### src/rtl/char_lcd_bus_sequencer_macros.svh
// Assertion macros used by the back end of the character-LCD bus sequencer.
`ifndef CHAR_LCD_BUS_SEQUENCER_MACROS_SVH
`define CHAR_LCD_BUS_SEQUENCER_MACROS_SVH
`ifndef SYNTH
// Same-cycle implication, checked out of reset.
`define LCD_ASSERT_IMP(label, clk, rstn, ante, cons) \
    label: assert property (@(posedge clk) disable iff (!rstn) (ante) |-> (cons)) \
        else $error("lcd sequencer same-cycle check failed");
// Next-cycle implication, checked out of reset.
`define LCD_ASSERT_NXT(label, clk, rstn, ante, cons) \
    label: assert property (@(posedge clk) disable iff (!rstn) (ante) |=> (cons)) \
        else $error("lcd sequencer next-cycle check failed");
`else
`define LCD_ASSERT_IMP(label, clk, rstn, ante, cons)
`define LCD_ASSERT_NXT(label, clk, rstn, ante, cons)
`endif
`endif

### src/rtl/lcdseq_pkg.sv
// Types, constants and pin-step tables for the character-LCD bus sequencer.
package lcdseq_pkg;

    // Request codes carried on the input tuser.
    typedef enum logic [1:0] {
        OP_INIT = 2'd0,
        OP_CMD  = 2'd1,
        OP_CHAR = 2'd2,
        OP_GOTO = 2'd3
    } op_t;

    // Kinds of job the back end knows how to play out.
    typedef enum logic [1:0] {
        JOB_INIT8 = 2'd0,
        JOB_INIT4 = 2'd1,
        JOB_BYTE8 = 2'd2,
        JOB_BYTE4 = 2'd3
    } job_kind_t;

    typedef enum logic {
        BK_IDLE = 1'b0,
        BK_RUN  = 1'b1
    } back_state_t;

    typedef struct packed {
        job_kind_t  kind;
        logic       rs;
        logic [7:0] value;
    } job_t;

    typedef struct packed {
        logic full;
        logic empty;
    } q_status_t;

    typedef struct packed {
        logic       rs;
        logic       e;
        logic [7:0] data;
        logic [6:0] hold;
        logic       last;
    } step_t;

    localparam int          StepIdxW      = 5;
    localparam logic [6:0]  PowerWaitMs   = 7'd70;
    localparam logic [6:0]  Pulse8Ms      = 7'd2;
    localparam logic [6:0]  Pulse4Ms      = 7'd1;
    localparam logic [7:0]  GotoRow0Base  = 8'h80;
    localparam logic [7:0]  GotoRow1Base  = 8'hC0;
    localparam logic [7:0]  GotoMaxColumn = 8'd15;
    localparam logic [7:0]  GotoMaxRow    = 8'd1;
    localparam logic [StepIdxW-1:0] Init8LastIdx   = 5'd8;
    localparam logic [StepIdxW-1:0] Init4NibEndIdx = 5'd8;
    localparam logic [StepIdxW-1:0] Init4ByteIdx   = 5'd9;
    localparam logic [StepIdxW-1:0] Init4LastIdx   = 5'd28;

    // 8-bit init commands and their post delays.
    function automatic logic [7:0] init8_cmd(input logic [1:0] k);
        logic [7:0] c;
        unique case (k)
            2'd0: c = 8'h38;
            2'd1: c = 8'h0C;
            2'd2: c = 8'h01;
            default: c = 8'h06;
        endcase
        return c;
    endfunction

    function automatic logic [6:0] init8_post(input logic [1:0] k);
        return (k == 2'd2) ? 7'd2 : 7'd1;
    endfunction

    // 4-bit init wake-up nibbles and their E-low delays.
    function automatic logic [7:0] init4_nib(input logic [1:0] n);
        return (n == 2'd3) ? 8'h20 : 8'h30;
    endfunction

    function automatic logic [6:0] init4_nib_post(input logic [1:0] n);
        return (n == 2'd0) ? 7'd8 : 7'd2;
    endfunction

    // 4-bit init two-nibble commands.
    function automatic logic [7:0] init4_cmd(input logic [2:0] j);
        logic [7:0] c;
        unique case (j)
            3'd0: c = 8'h28;
            3'd1: c = 8'h08;
            3'd2: c = 8'h01;
            3'd3: c = 8'h06;
            default: c = 8'h0C;
        endcase
        return c;
    endfunction

    // Pin step number idx of a job.
    function automatic step_t job_step(input job_t job, input logic [StepIdxW-1:0] idx);
        step_t s;
        logic [StepIdxW-1:0] b;
        logic [StepIdxW-1:0] b2;
        logic [7:0] cmd;
        b   = idx - 5'd1;
        b2  = idx - Init4ByteIdx;
        cmd = init4_cmd(b2[4:2]);
        s.rs   = job.rs;
        s.e    = ~idx[0];
        s.data = job.value;
        s.hold = 7'd0;
        s.last = 1'b0;
        unique case (job.kind)
            JOB_BYTE8: begin
                s.hold = idx[0] ? 7'd0 : Pulse8Ms;
                s.last = idx[0];
            end
            JOB_BYTE4: begin
                s.data = idx[1] ? {job.value[3:0], 4'h0} : {job.value[7:4], 4'h0};
                s.hold = idx[0] ? 7'd0 : Pulse4Ms;
                s.last = idx[1] & idx[0];
            end
            JOB_INIT8: begin
                s.rs = 1'b0;
                if (idx == '0) begin
                    s.e    = 1'b0;
                    s.data = 8'h00;
                    s.hold = PowerWaitMs;
                end else begin
                    s.e    = ~b[0];
                    s.data = init8_cmd(b[2:1]);
                    s.hold = b[0] ? init8_post(b[2:1]) : Pulse8Ms;
                end
                s.last = (idx == Init8LastIdx);
            end
            default: begin
                s.rs = 1'b0;
                if (idx == '0) begin
                    s.e    = 1'b0;
                    s.data = 8'h00;
                    s.hold = PowerWaitMs;
                end else if (idx <= Init4NibEndIdx) begin
                    s.e    = ~b[0];
                    s.data = init4_nib(b[2:1]);
                    s.hold = b[0] ? init4_nib_post(b[2:1]) : Pulse4Ms;
                end else begin
                    s.e    = ~b2[0];
                    s.data = b2[1] ? {cmd[3:0], 4'h0} : {cmd[7:4], 4'h0};
                    s.hold = b2[0] ? 7'd0 : Pulse4Ms;
                end
                s.last = (idx == Init4LastIdx);
            end
        endcase
        return s;
    endfunction

endpackage

### src/rtl/lcdseq_front.sv
// Front end: accepts requests, classifies them into jobs and drops bad gotos.
module lcdseq_front import lcdseq_pkg::*; (
    input  logic        bus_width_eight,
    input  logic        s_tvalid,
    output logic        s_tready,
    input  logic [23:0] s_tdata,   // value[7:0], column[15:8], row[23:16]
    input  logic [1:0]  s_tuser,   // operation[1:0]
    input  q_status_t   q_stat,
    output logic        q_push,
    output job_t        q_job
);

    logic       keep;
    logic [7:0] value;
    logic [7:0] column;
    logic [7:0] row;
    job_kind_t  byte_kind;

    assign value     = s_tdata[7:0];
    assign column    = s_tdata[15:8];
    assign row       = s_tdata[23:16];
    assign byte_kind = bus_width_eight ? JOB_BYTE8 : JOB_BYTE4;

    // Map each request onto a job; an out-of-range goto produces none.
    always_comb begin
        keep        = 1'b1;
        q_job.kind  = byte_kind;
        q_job.rs    = 1'b0;
        q_job.value = value;
        unique case (op_t'(s_tuser))
            OP_INIT: begin
                q_job.kind  = bus_width_eight ? JOB_INIT8 : JOB_INIT4;
                q_job.value = 8'h00;
            end
            OP_CMD: begin
                q_job.rs = 1'b0;
            end
            OP_CHAR: begin
                q_job.rs = 1'b1;
            end
            default: begin
                keep        = (column <= GotoMaxColumn) && (row <= GotoMaxRow);
                q_job.value = (row[0] ? GotoRow1Base : GotoRow0Base) + {4'h0, column[3:0]};
            end
        endcase
    end

    assign s_tready = ~q_stat.full;
    assign q_push   = s_tvalid & s_tready & keep;

endmodule

### src/rtl/lcdseq_fifo.sv
// Short job queue between the front and back ends.
module lcdseq_fifo import lcdseq_pkg::*; #(
    parameter int DEPTH = 2
) (
    input  logic      aclk,
    input  logic      aresetn,
    input  logic      push,
    input  job_t      push_job,
    input  logic      pop,
    output job_t      head_job,
    output q_status_t stat
);

    localparam int PtrW = (DEPTH > 1) ? $clog2(DEPTH) : 1;
    localparam int CntW = $clog2(DEPTH + 1);

    job_t            mem [DEPTH];
    logic [PtrW-1:0] wr_ptr_reg;
    logic [PtrW-1:0] rd_ptr_reg;
    logic [CntW-1:0] count_reg;
    logic            do_push;
    logic            do_pop;

    assign stat.full  = (count_reg == CntW'(DEPTH));
    assign stat.empty = (count_reg == '0);
    assign do_push    = push & ~stat.full;
    assign do_pop     = pop & ~stat.empty;
    assign head_job   = mem[rd_ptr_reg];

    // Storage write.
    always_ff @(posedge aclk) begin
        if (do_push) begin
            mem[wr_ptr_reg] <= push_job;
        end
    end

    // Pointers and fill count.
    always_ff @(posedge aclk) begin
        if (!aresetn) begin
            wr_ptr_reg <= '0;
            rd_ptr_reg <= '0;
            count_reg  <= '0;
        end else begin
            if (do_push) begin
                wr_ptr_reg <= (wr_ptr_reg == PtrW'(DEPTH - 1)) ? '0 : wr_ptr_reg + 1'b1;
            end
            if (do_pop) begin
                rd_ptr_reg <= (rd_ptr_reg == PtrW'(DEPTH - 1)) ? '0 : rd_ptr_reg + 1'b1;
            end
            if (do_push && !do_pop) begin
                count_reg <= count_reg + 1'b1;
            end else if (do_pop && !do_push) begin
                count_reg <= count_reg - 1'b1;
            end
        end
    end

endmodule

### src/rtl/lcdseq_back.sv
// Back end: plays each job out as pin steps through an output register.
`include "char_lcd_bus_sequencer_macros.svh"
module lcdseq_back import lcdseq_pkg::*; (
    input  logic        aclk,
    input  logic        aresetn,
    input  job_t        q_head,
    input  q_status_t   q_stat,
    output logic        q_pop,
    output logic        m_tvalid,
    input  logic        m_tready,
    output logic [23:0] m_tdata,   // read_write[0], enable[1], bus_data[9:2], hold_ms[16:10]
    output logic [0:0]  m_tuser,   // reg_select[0]
    output logic        m_tlast
);

    back_state_t         state_reg;
    back_state_t         state_next;
    job_t                job_reg;
    logic [StepIdxW-1:0] idx_reg;
    logic                out_valid_reg;
    step_t               out_step_reg;
    step_t               step;
    logic                out_free;
    logic                load;

    assign step     = job_step(job_reg, idx_reg);
    assign out_free = ~out_valid_reg | m_tready;

    // Sequencer: take a job when idle, then one step per free output slot.
    always_comb begin
        state_next = state_reg;
        q_pop      = 1'b0;
        load       = 1'b0;
        unique case (state_reg)
            BK_IDLE: begin
                if (!q_stat.empty) begin
                    q_pop      = 1'b1;
                    state_next = BK_RUN;
                end
            end
            default: begin
                if (out_free) begin
                    load = 1'b1;
                    if (step.last) begin
                        state_next = BK_IDLE;
                    end
                end
            end
        endcase
    end

    always_ff @(posedge aclk) begin
        if (!aresetn) begin
            state_reg <= BK_IDLE;
            idx_reg   <= '0;
        end else begin
            state_reg <= state_next;
            if (q_pop) begin
                idx_reg <= '0;
            end else if (load) begin
                idx_reg <= idx_reg + 1'b1;
            end
        end
    end

    // Current job payload.
    always_ff @(posedge aclk) begin
        if (q_pop) begin
            job_reg <= q_head;
        end
    end

    // Output register.
    always_ff @(posedge aclk) begin
        if (!aresetn) begin
            out_valid_reg <= 1'b0;
        end else if (load) begin
            out_valid_reg <= 1'b1;
        end else if (m_tready) begin
            out_valid_reg <= 1'b0;
        end
    end

    always_ff @(posedge aclk) begin
        if (load) begin
            out_step_reg <= step;
        end
    end

    assign m_tvalid   = out_valid_reg;
    assign m_tdata    = {7'd0, out_step_reg.hold, out_step_reg.data, out_step_reg.e, 1'b0};
    assign m_tuser[0] = out_step_reg.rs;
    assign m_tlast    = out_step_reg.last;

    // A job is only taken while no other job is playing out.
    `LCD_ASSERT_IMP(a_pop_when_idle, aclk, aresetn, q_pop, state_reg == BK_IDLE)
    // The final step of a job returns the sequencer to idle.
    `LCD_ASSERT_NXT(a_last_ends_job, aclk, aresetn, load && step.last, state_reg == BK_IDLE)
    // The step counter never runs past the longest job.
    `LCD_ASSERT_IMP(a_idx_bound, aclk, aresetn, state_reg == BK_RUN, idx_reg <= Init4LastIdx)

endmodule

### src/rtl/char_lcd_bus_sequencer.sv
// Top level of the character-LCD bus sequencer: config register, front, queue, back.
//
//  Channel   Direction  Handshake             Carries
//  s_        in         s_tvalid / s_tready   one request (operation, value, column, row)
//  m_        out        m_tvalid / m_tready   one pin step (rs, rw, e, data, hold, last)
//  APB       in         psel & penable        bus_width_eight at address 0
//
// A request plays out as 2 or 4 steps (byte), 9 or 29 steps (init), one step per cycle
// while m_tready allows, after the back end has taken the job from the queue while idle.
// A goto out of range is dropped in the front end and produces no step.
// The queue holds QUEUE_DEPTH jobs; s_tready falls only when it is full.
// The output register lets a step wait on m_tready while the next one is prepared.
// Reset is synchronous on aresetn and clears the register, queue and sequencer.
module char_lcd_bus_sequencer import lcdseq_pkg::*; #(
    parameter int QUEUE_DEPTH = 2
) (
    input  logic        aclk,
    input  logic        aresetn,
    input  logic        psel,
    input  logic        penable,
    input  logic        pwrite,
    input  logic [1:0]  paddr,
    input  logic [31:0] pwdata,
    output logic [31:0] prdata,
    output logic        pready,
    input  logic        s_tvalid,
    output logic        s_tready,
    input  logic [23:0] s_tdata,   // value[7:0], column[15:8], row[23:16]
    input  logic [1:0]  s_tuser,   // operation[1:0]
    output logic        m_tvalid,
    input  logic        m_tready,
    output logic [23:0] m_tdata,   // read_write[0], enable[1], bus_data[9:2], hold_ms[16:10]
    output logic [0:0]  m_tuser,   // reg_select[0]
    output logic        m_tlast
);

    logic      bus_width_eight_reg;
    logic      reg_hit;
    q_status_t q_stat;
    logic      q_push;
    logic      q_pop;
    job_t      q_job;
    job_t      q_head;

    // Configuration register.
    assign pready  = 1'b1;
    assign reg_hit = (paddr == 2'd0);
    assign prdata  = {31'd0, bus_width_eight_reg & reg_hit};

    always_ff @(posedge aclk) begin
        if (!aresetn) begin
            bus_width_eight_reg <= 1'b0;
        end else if (psel && penable && pwrite && pready && reg_hit) begin
            bus_width_eight_reg <= pwdata[0];
        end
    end

    lcdseq_front u_front (
        .bus_width_eight (bus_width_eight_reg),
        .s_tvalid        (s_tvalid),
        .s_tready        (s_tready),
        .s_tdata         (s_tdata),
        .s_tuser         (s_tuser),
        .q_stat          (q_stat),
        .q_push          (q_push),
        .q_job           (q_job)
    );

    lcdseq_fifo #(
        .DEPTH (QUEUE_DEPTH)
    ) u_fifo (
        .aclk     (aclk),
        .aresetn  (aresetn),
        .push     (q_push),
        .push_job (q_job),
        .pop      (q_pop),
        .head_job (q_head),
        .stat     (q_stat)
    );

    lcdseq_back u_back (
        .aclk     (aclk),
        .aresetn  (aresetn),
        .q_head   (q_head),
        .q_stat   (q_stat),
        .q_pop    (q_pop),
        .m_tvalid (m_tvalid),
        .m_tready (m_tready),
        .m_tdata  (m_tdata),
        .m_tuser  (m_tuser),
        .m_tlast  (m_tlast)
    );

endmodule

### config.mk
export PLATFORM = sky130hd
export DESIGN_NAME = char_lcd_bus_sequencer
export DESIGN_NICKNAME = d
export VERILOG_FILES = /design/src/rtl/lcdseq_pkg.sv /design/src/rtl/lcdseq_front.sv /design/src/rtl/lcdseq_fifo.sv /design/src/rtl/lcdseq_back.sv /design/src/rtl/char_lcd_bus_sequencer.sv
export VERILOG_INCLUDE_DIRS = /design/src /design/src/rtl
export SDC_FILE = /design/constraint.sdc
export NUM_CORES = 1
export LEC_CHECK = 0
export BUFFER_PORTS_ARGS = -buffer_cell sky130_fd_sc_hd__buf_2
export CORE_ASPECT_RATIO = 1.2
export CORE_MARGIN = 5
export CORE_UTILIZATION = 49
export CTS_CLUSTER_DIAMETER = 40
export CTS_CLUSTER_SIZE = 16
export DETAILED_ROUTE_END_ITERATION = 16
export GPL_ROUTABILITY_DRIVEN = 0
export PLACE_DENSITY = 0.81
export SLEW_MARGIN = 20
export SYNTH_ARGS = -nofsm -noshare
export SYNTH_HDL_FRONTEND = slang
export SYNTH_SLANG_ARGS = --single-unit
### constraint.sdc
create_clock -name aclk -period 2.5 [get_ports aclk]
set_input_delay 0.25 -clock aclk [delete_from_list [all_inputs] [get_ports aclk]]
set_output_delay 0.25 -clock aclk [all_outputs]
set_load 0.02 [all_outputs]
Word level (Yosys, flattened, before mapping)
Memories as Yosys holds them, arrays and structs flattened. A register that Yosys moved wholly into a read port is not among the register bits. Index checks and enable logic that the tools add are counted.

Bits of input ports: 67. RAM bits: 22. Register bits: 30. Memories: 1.

Memories: u_fifo.mem (words 2, width 11, read ports 1, clocked after Yosys merged registers in 1, wr ports 1, RTL line lcdseq_fifo.sv:17) `job_t mem [DEPTH];`.

Reductions and logical operators: 21. Add/sub/neg operators: 8. Multiplexer cells: 40. $lt $le $gt $ge: 3. Bitwise operators: 14. Eq/ne operators: 13.

Operators by type and width (count): two-way mux 16 bit (3); case mux 8 bit (3 select lines) (2); case mux 6 bit (4 select lines) (1); two-way mux 7 bit (3); two-way mux 1 bit (19); case mux 6 bit (3 select lines) (1); two-way mux 8 bit (2); case mux 8 bit (2 select lines) (1); == test 2 bit, second input constant (6); zero test 2 bit (5); two-way mux 2 bit (5); adder 8 x 4 -> 8 bit (1); <= comparator 8 x 1 -> 1 bit, second input constant (1); <= comparator 8 x 4 -> 1 bit, second input constant (1); NOT 1 bit (7); bitwise AND 1 bit (6); == test 3 x 2 -> 1 bit, second input constant (2); logical AND 1 bit (6); OR reduction 2 bit (3); adder 5 x 1 -> 5 bit, second input constant (1); == test 5 x 4 -> 1 bit, second input constant (1); == test 5 bit, second input constant (1); <= comparator 5 x 4 -> 1 bit, second input constant (1); zero test 5 bit (1); 15 further kinds (19).

Longest topological paths before layout
Depth in word-level cells: 10. Mapped depth: 8. Mapped depth without buffers: 7.

Hierarchy
From an unflattened synthesis, not the netlist that was laid out.

Cells, all modules: 308. Area total of the unflattened synthesis: 3437.0 sq um.

By module, submodules not included: lcdseq_back (seq. area each 920.9 sq um, area an instance 1931.9 sq um, times used 1, cells an instance 179); lcdseq_fifo (seq. area each 760.7 sq um, area an instance 1023.5 sq um, times used 1, cells an instance 59); char_lcd_bus_sequencer (seq. area each 20.0 sq um, area an instance 302.8 sq um, times used 1, cells an instance 41); lcdseq_front (seq. area each 0.0 sq um, area an instance 178.9 sq um, times used 1, cells an instance 29).

Worst setup path after synthesis
No wires, ideal clock.

Path kind: register to register. Start: register u_back.idx_reg[0]. End: register u_back.out_step_reg, in the netlist u_back.m_tdata[7], data pin. Cell stages (with the launch flop): 9. Required time: 2221 ps. Slack: 410 ps. Library setup time: 279 ps. Period minus slack after synthesis: 2090 ps. Buffers on the path: 2. Data arrival time: 1811 ps. Cells stage by stage: dfxtp_1 -> clkbuf_1 -> inv_1 -> ha_1 -> buf_2 -> xor2_2 -> o22ai_1 -> a222oi_1 -> o221ai_1.

RTL lines: start, declared (RTL line lcdseq_back.sv:19) `logic [StepIdxW-1:0] idx_reg;`; start signal, assigned (RTL line lcdseq_back.sv:61) `idx_reg <= idx_reg + 1'b1;`; end signal, assigned (RTL line lcdseq_back.sv:86) `out_step_reg <= step;`; end, declared (RTL line lcdseq_back.sv:21) `step_t out_step_reg;`.

==> out/qor.txt <==
Top FF cell, synth - edfxtp_1
CTS tree - built
Power Dens Cells - 990 mW/mm2
Crit path max-delay cell type - dfxtp_1
Area leader, netlist - edfxtp_1
Arrival time at the worst endpoint - 2.24 ns
Most frequent cells in the layout - buf_2 (54), edfxtp_1 (48), conb_1 (42), nand2_1 (19), nor2_1 (15)
Worst-case clock buffer depth - 2
Drt drc - 0
WL final - 5550 um
Largest net degree at the start of global routing - 17
Worst path depth - 6
Post-cts hold buffer count - 0
CTS root buf - clkbuf_8
Final setup TNS - 0 ns
Total Routing Usage GR - 0.135
Initial DRC Count - 235
Die area - 0.00823 mm2
Num rows - 32
CP Data Required Time - 2.57 ns
Synth top area share - 0.452
H-tree depth - 3
Final hold vios - 0
Max reg flops - 22
Die width - 83.6 um
Rel. slew slack - 0.615
Post_cts resized - 0
Synth area leaders - edfxtp_1 (45%), buf_4 (11%), dfxtp_1 (7.5%), mux2_2 (4.2%), ha_1 (2.7%)
Fraction of registers with async set/reset - 0
Initial antenna violation count - 0
Status - completed
Crit-path max cell delay - 0.56 ns
Mapped Area - 0.00319 mm2
DR vias/cell - 4.88
CP cell instances - inv_1 > ha_1 > xor2_2 > o22ai_1 > a222oi_1 > o221ai_1
Starting density of the core - 0.501
Worst-path fanout max - 12
Final worst path period need - 2.17 ns
Nets@finish - 414
Worst-Margin Slew - 0.577 ns
Max Slew Vio Count - 0
Antenna cells - 0
DR pass1 iterations - 5
CP endpoint kind - flip-flop
Worst clock skew - 0.00639 ns
Port Buf Inserts - 54
Fmax - 461 MHz
Leading cell type in the layout, fill and taps excluded - buf_2
Synth Warn # - 0
WL/cell - 12.9 um
Startpoint types - flip-flop
Leakage - 0.00147 uW
Final HPWL DP - 4070 um
Crit Path Category - flip-flop to flip-flop
Clock Sinks - 60
Post-synth EDFFs - 48
Tcrit/Tclk final - 0.868
First-pass GRT wire length - 8800 um
Cells after Synth - 287
Fraction of the yosys area taken by sequential cells - 0.527
Dpl cells - 414
CP Launch Point - u_back.idx_reg[1]
Via count - 2100
Post-CTS Setup Bufs - 0
Non-filler cells in the finished layout - 430
VDD IR-drop max - 516 uV
Core Area - 0.00637 mm2
Clk Latency, worst-skew pair - 0.35 ns
RR Startpoint - u_back.idx_reg[1]
#FFs+latches synth - 60
Max Cap Viol - 0
Worst hold path type - input pin to flip-flop
R2R depth - 6
Final setup fails - 0
CTS Buf Count - 9
Die H - 98.4 um
R2r setup slk - 0.33 ns
Grt ovf - 0
Mean area per synthesized cell - 11.1 um2
Vias in the first global route - 1975
CP delay by family, top - compound AO/OA/AOI/OAI gates
Top Ports - 128
Buffer and inverter count on the worst path - 1
Unrepaired setup endpoints after global routing - no
Layout overhead on the synthesized area - 11.7%
Antenna Nets Post-Route - 0
Post-synth cell types - 44
Critical Path Sink - u_back.m_tdata[7]
Share of cells above drive strength 1 - 0.249
Clk slew on worst S/H paths - 0.07 ns
R2r endpoint - u_back.m_tdata[7]
## how the worst min path moves through the flow
stage | from | endpoint | slack [ns] | cells after the start
after CTS | pwdata[0] | bus_width_eight_reg | 0.12 | 3
after global placement | u_fifo.wr_ptr_reg | u_fifo.wr_ptr_reg | 0.46 | 2
after floorplan | aresetn | u_fifo.wr_ptr_reg | 0.40 | 2
after global routing | pwdata[0] | bus_width_eight_reg | 0.18 | 3
after detailed placement | u_fifo.wr_ptr_reg | u_fifo.wr_ptr_reg | 0.48 | 2
final | pwdata[0] | bus_width_eight_reg | 0.15 | 3
## cell families after synthesis
group           after synthesis  synth area share
simple gates                 83             0.136
mux                          16            0.0553
xor+xnor                     12            0.0353
flops                        60             0.527
buf+inv                      67             0.133
fa+ha+maj                     7            0.0275
other cells                   2           0.00235
compound gates               40            0.0836
## report_power, final
part,internal (uW),switching (uW),leakage (uW),total (uW)
registers,1400,145,0.000543,1550
clock network,475,424,0.000101,899
logic,405,676,0.000825,1080
total,2280,1240,0.00147,3530
## area by class of cell
type / count / area [um2]
clock inverter: 7 / 81.3
inverter: 13 / 48.8
timing repair buffer: 56 / 285
multi-input combinational: 200 / 1230
fill: 541 / 2810
sequential: 60 / 1680
tap: 85 / 106
clock buffer: 9 / 124
## tightest hold or removal path: stages
cell and delay, ns:
buf_2 0.07, mux2i_1 0.06, nor2_1 0.08
## layer usage
| metal | track usage | up-vias | share of wire |
|---|---|---|---|
| met1 | 0.153 | 951 | 0.39 |
| met3 | 0.0295 | 16 | 0.074 |
| met5 | 0 | - | 0 |
| met2 | 0.223 | 88 | 0.51 |
| li1 | - | 1045 | - |
| met4 | 0.0965 | 0 | 0.031 |
## synthesized netlist by cell type (2+ instances only)
cell type,number
nor2_1,15
o21ai_0,7
nand2b_1,8
xnor2_1,3
inv_1,13
dfxtp_1,12
mux2i_1,3
nand2_1,19
nand3_1,12
or3_1,2
a21oi_1,13
nor3_1,8
ha_1,7
o21ai_1,2
a32o_1,3
a311oi_1,2
xor2_1,8
clkbuf_1,5
nor4_1,3
a22o_1,5
mux2_2,12
buf_2,3
nor2b_1,4
buf_4,45
and2_1,5
and3_1,2
conb_1,2
edfxtp_1,48
## per-stage QoR
stage	area, um2	worst slack [ns]	hold WS, ns	total power, uW	utilization
global placement	3360	0.423	0.462	2610	0.527
finish	3560	0.331	0.149	3530	0.559
detailed placement	3360	0.400	0.479	2650	0.527
global route	3560	0.153	0.182	3730	0.559
floorplan	3340	0.410	0.396	2420	-
CTS	3560	0.367	0.124	3560	0.559
No activity file was read; power rests on OpenSTA's default activity.
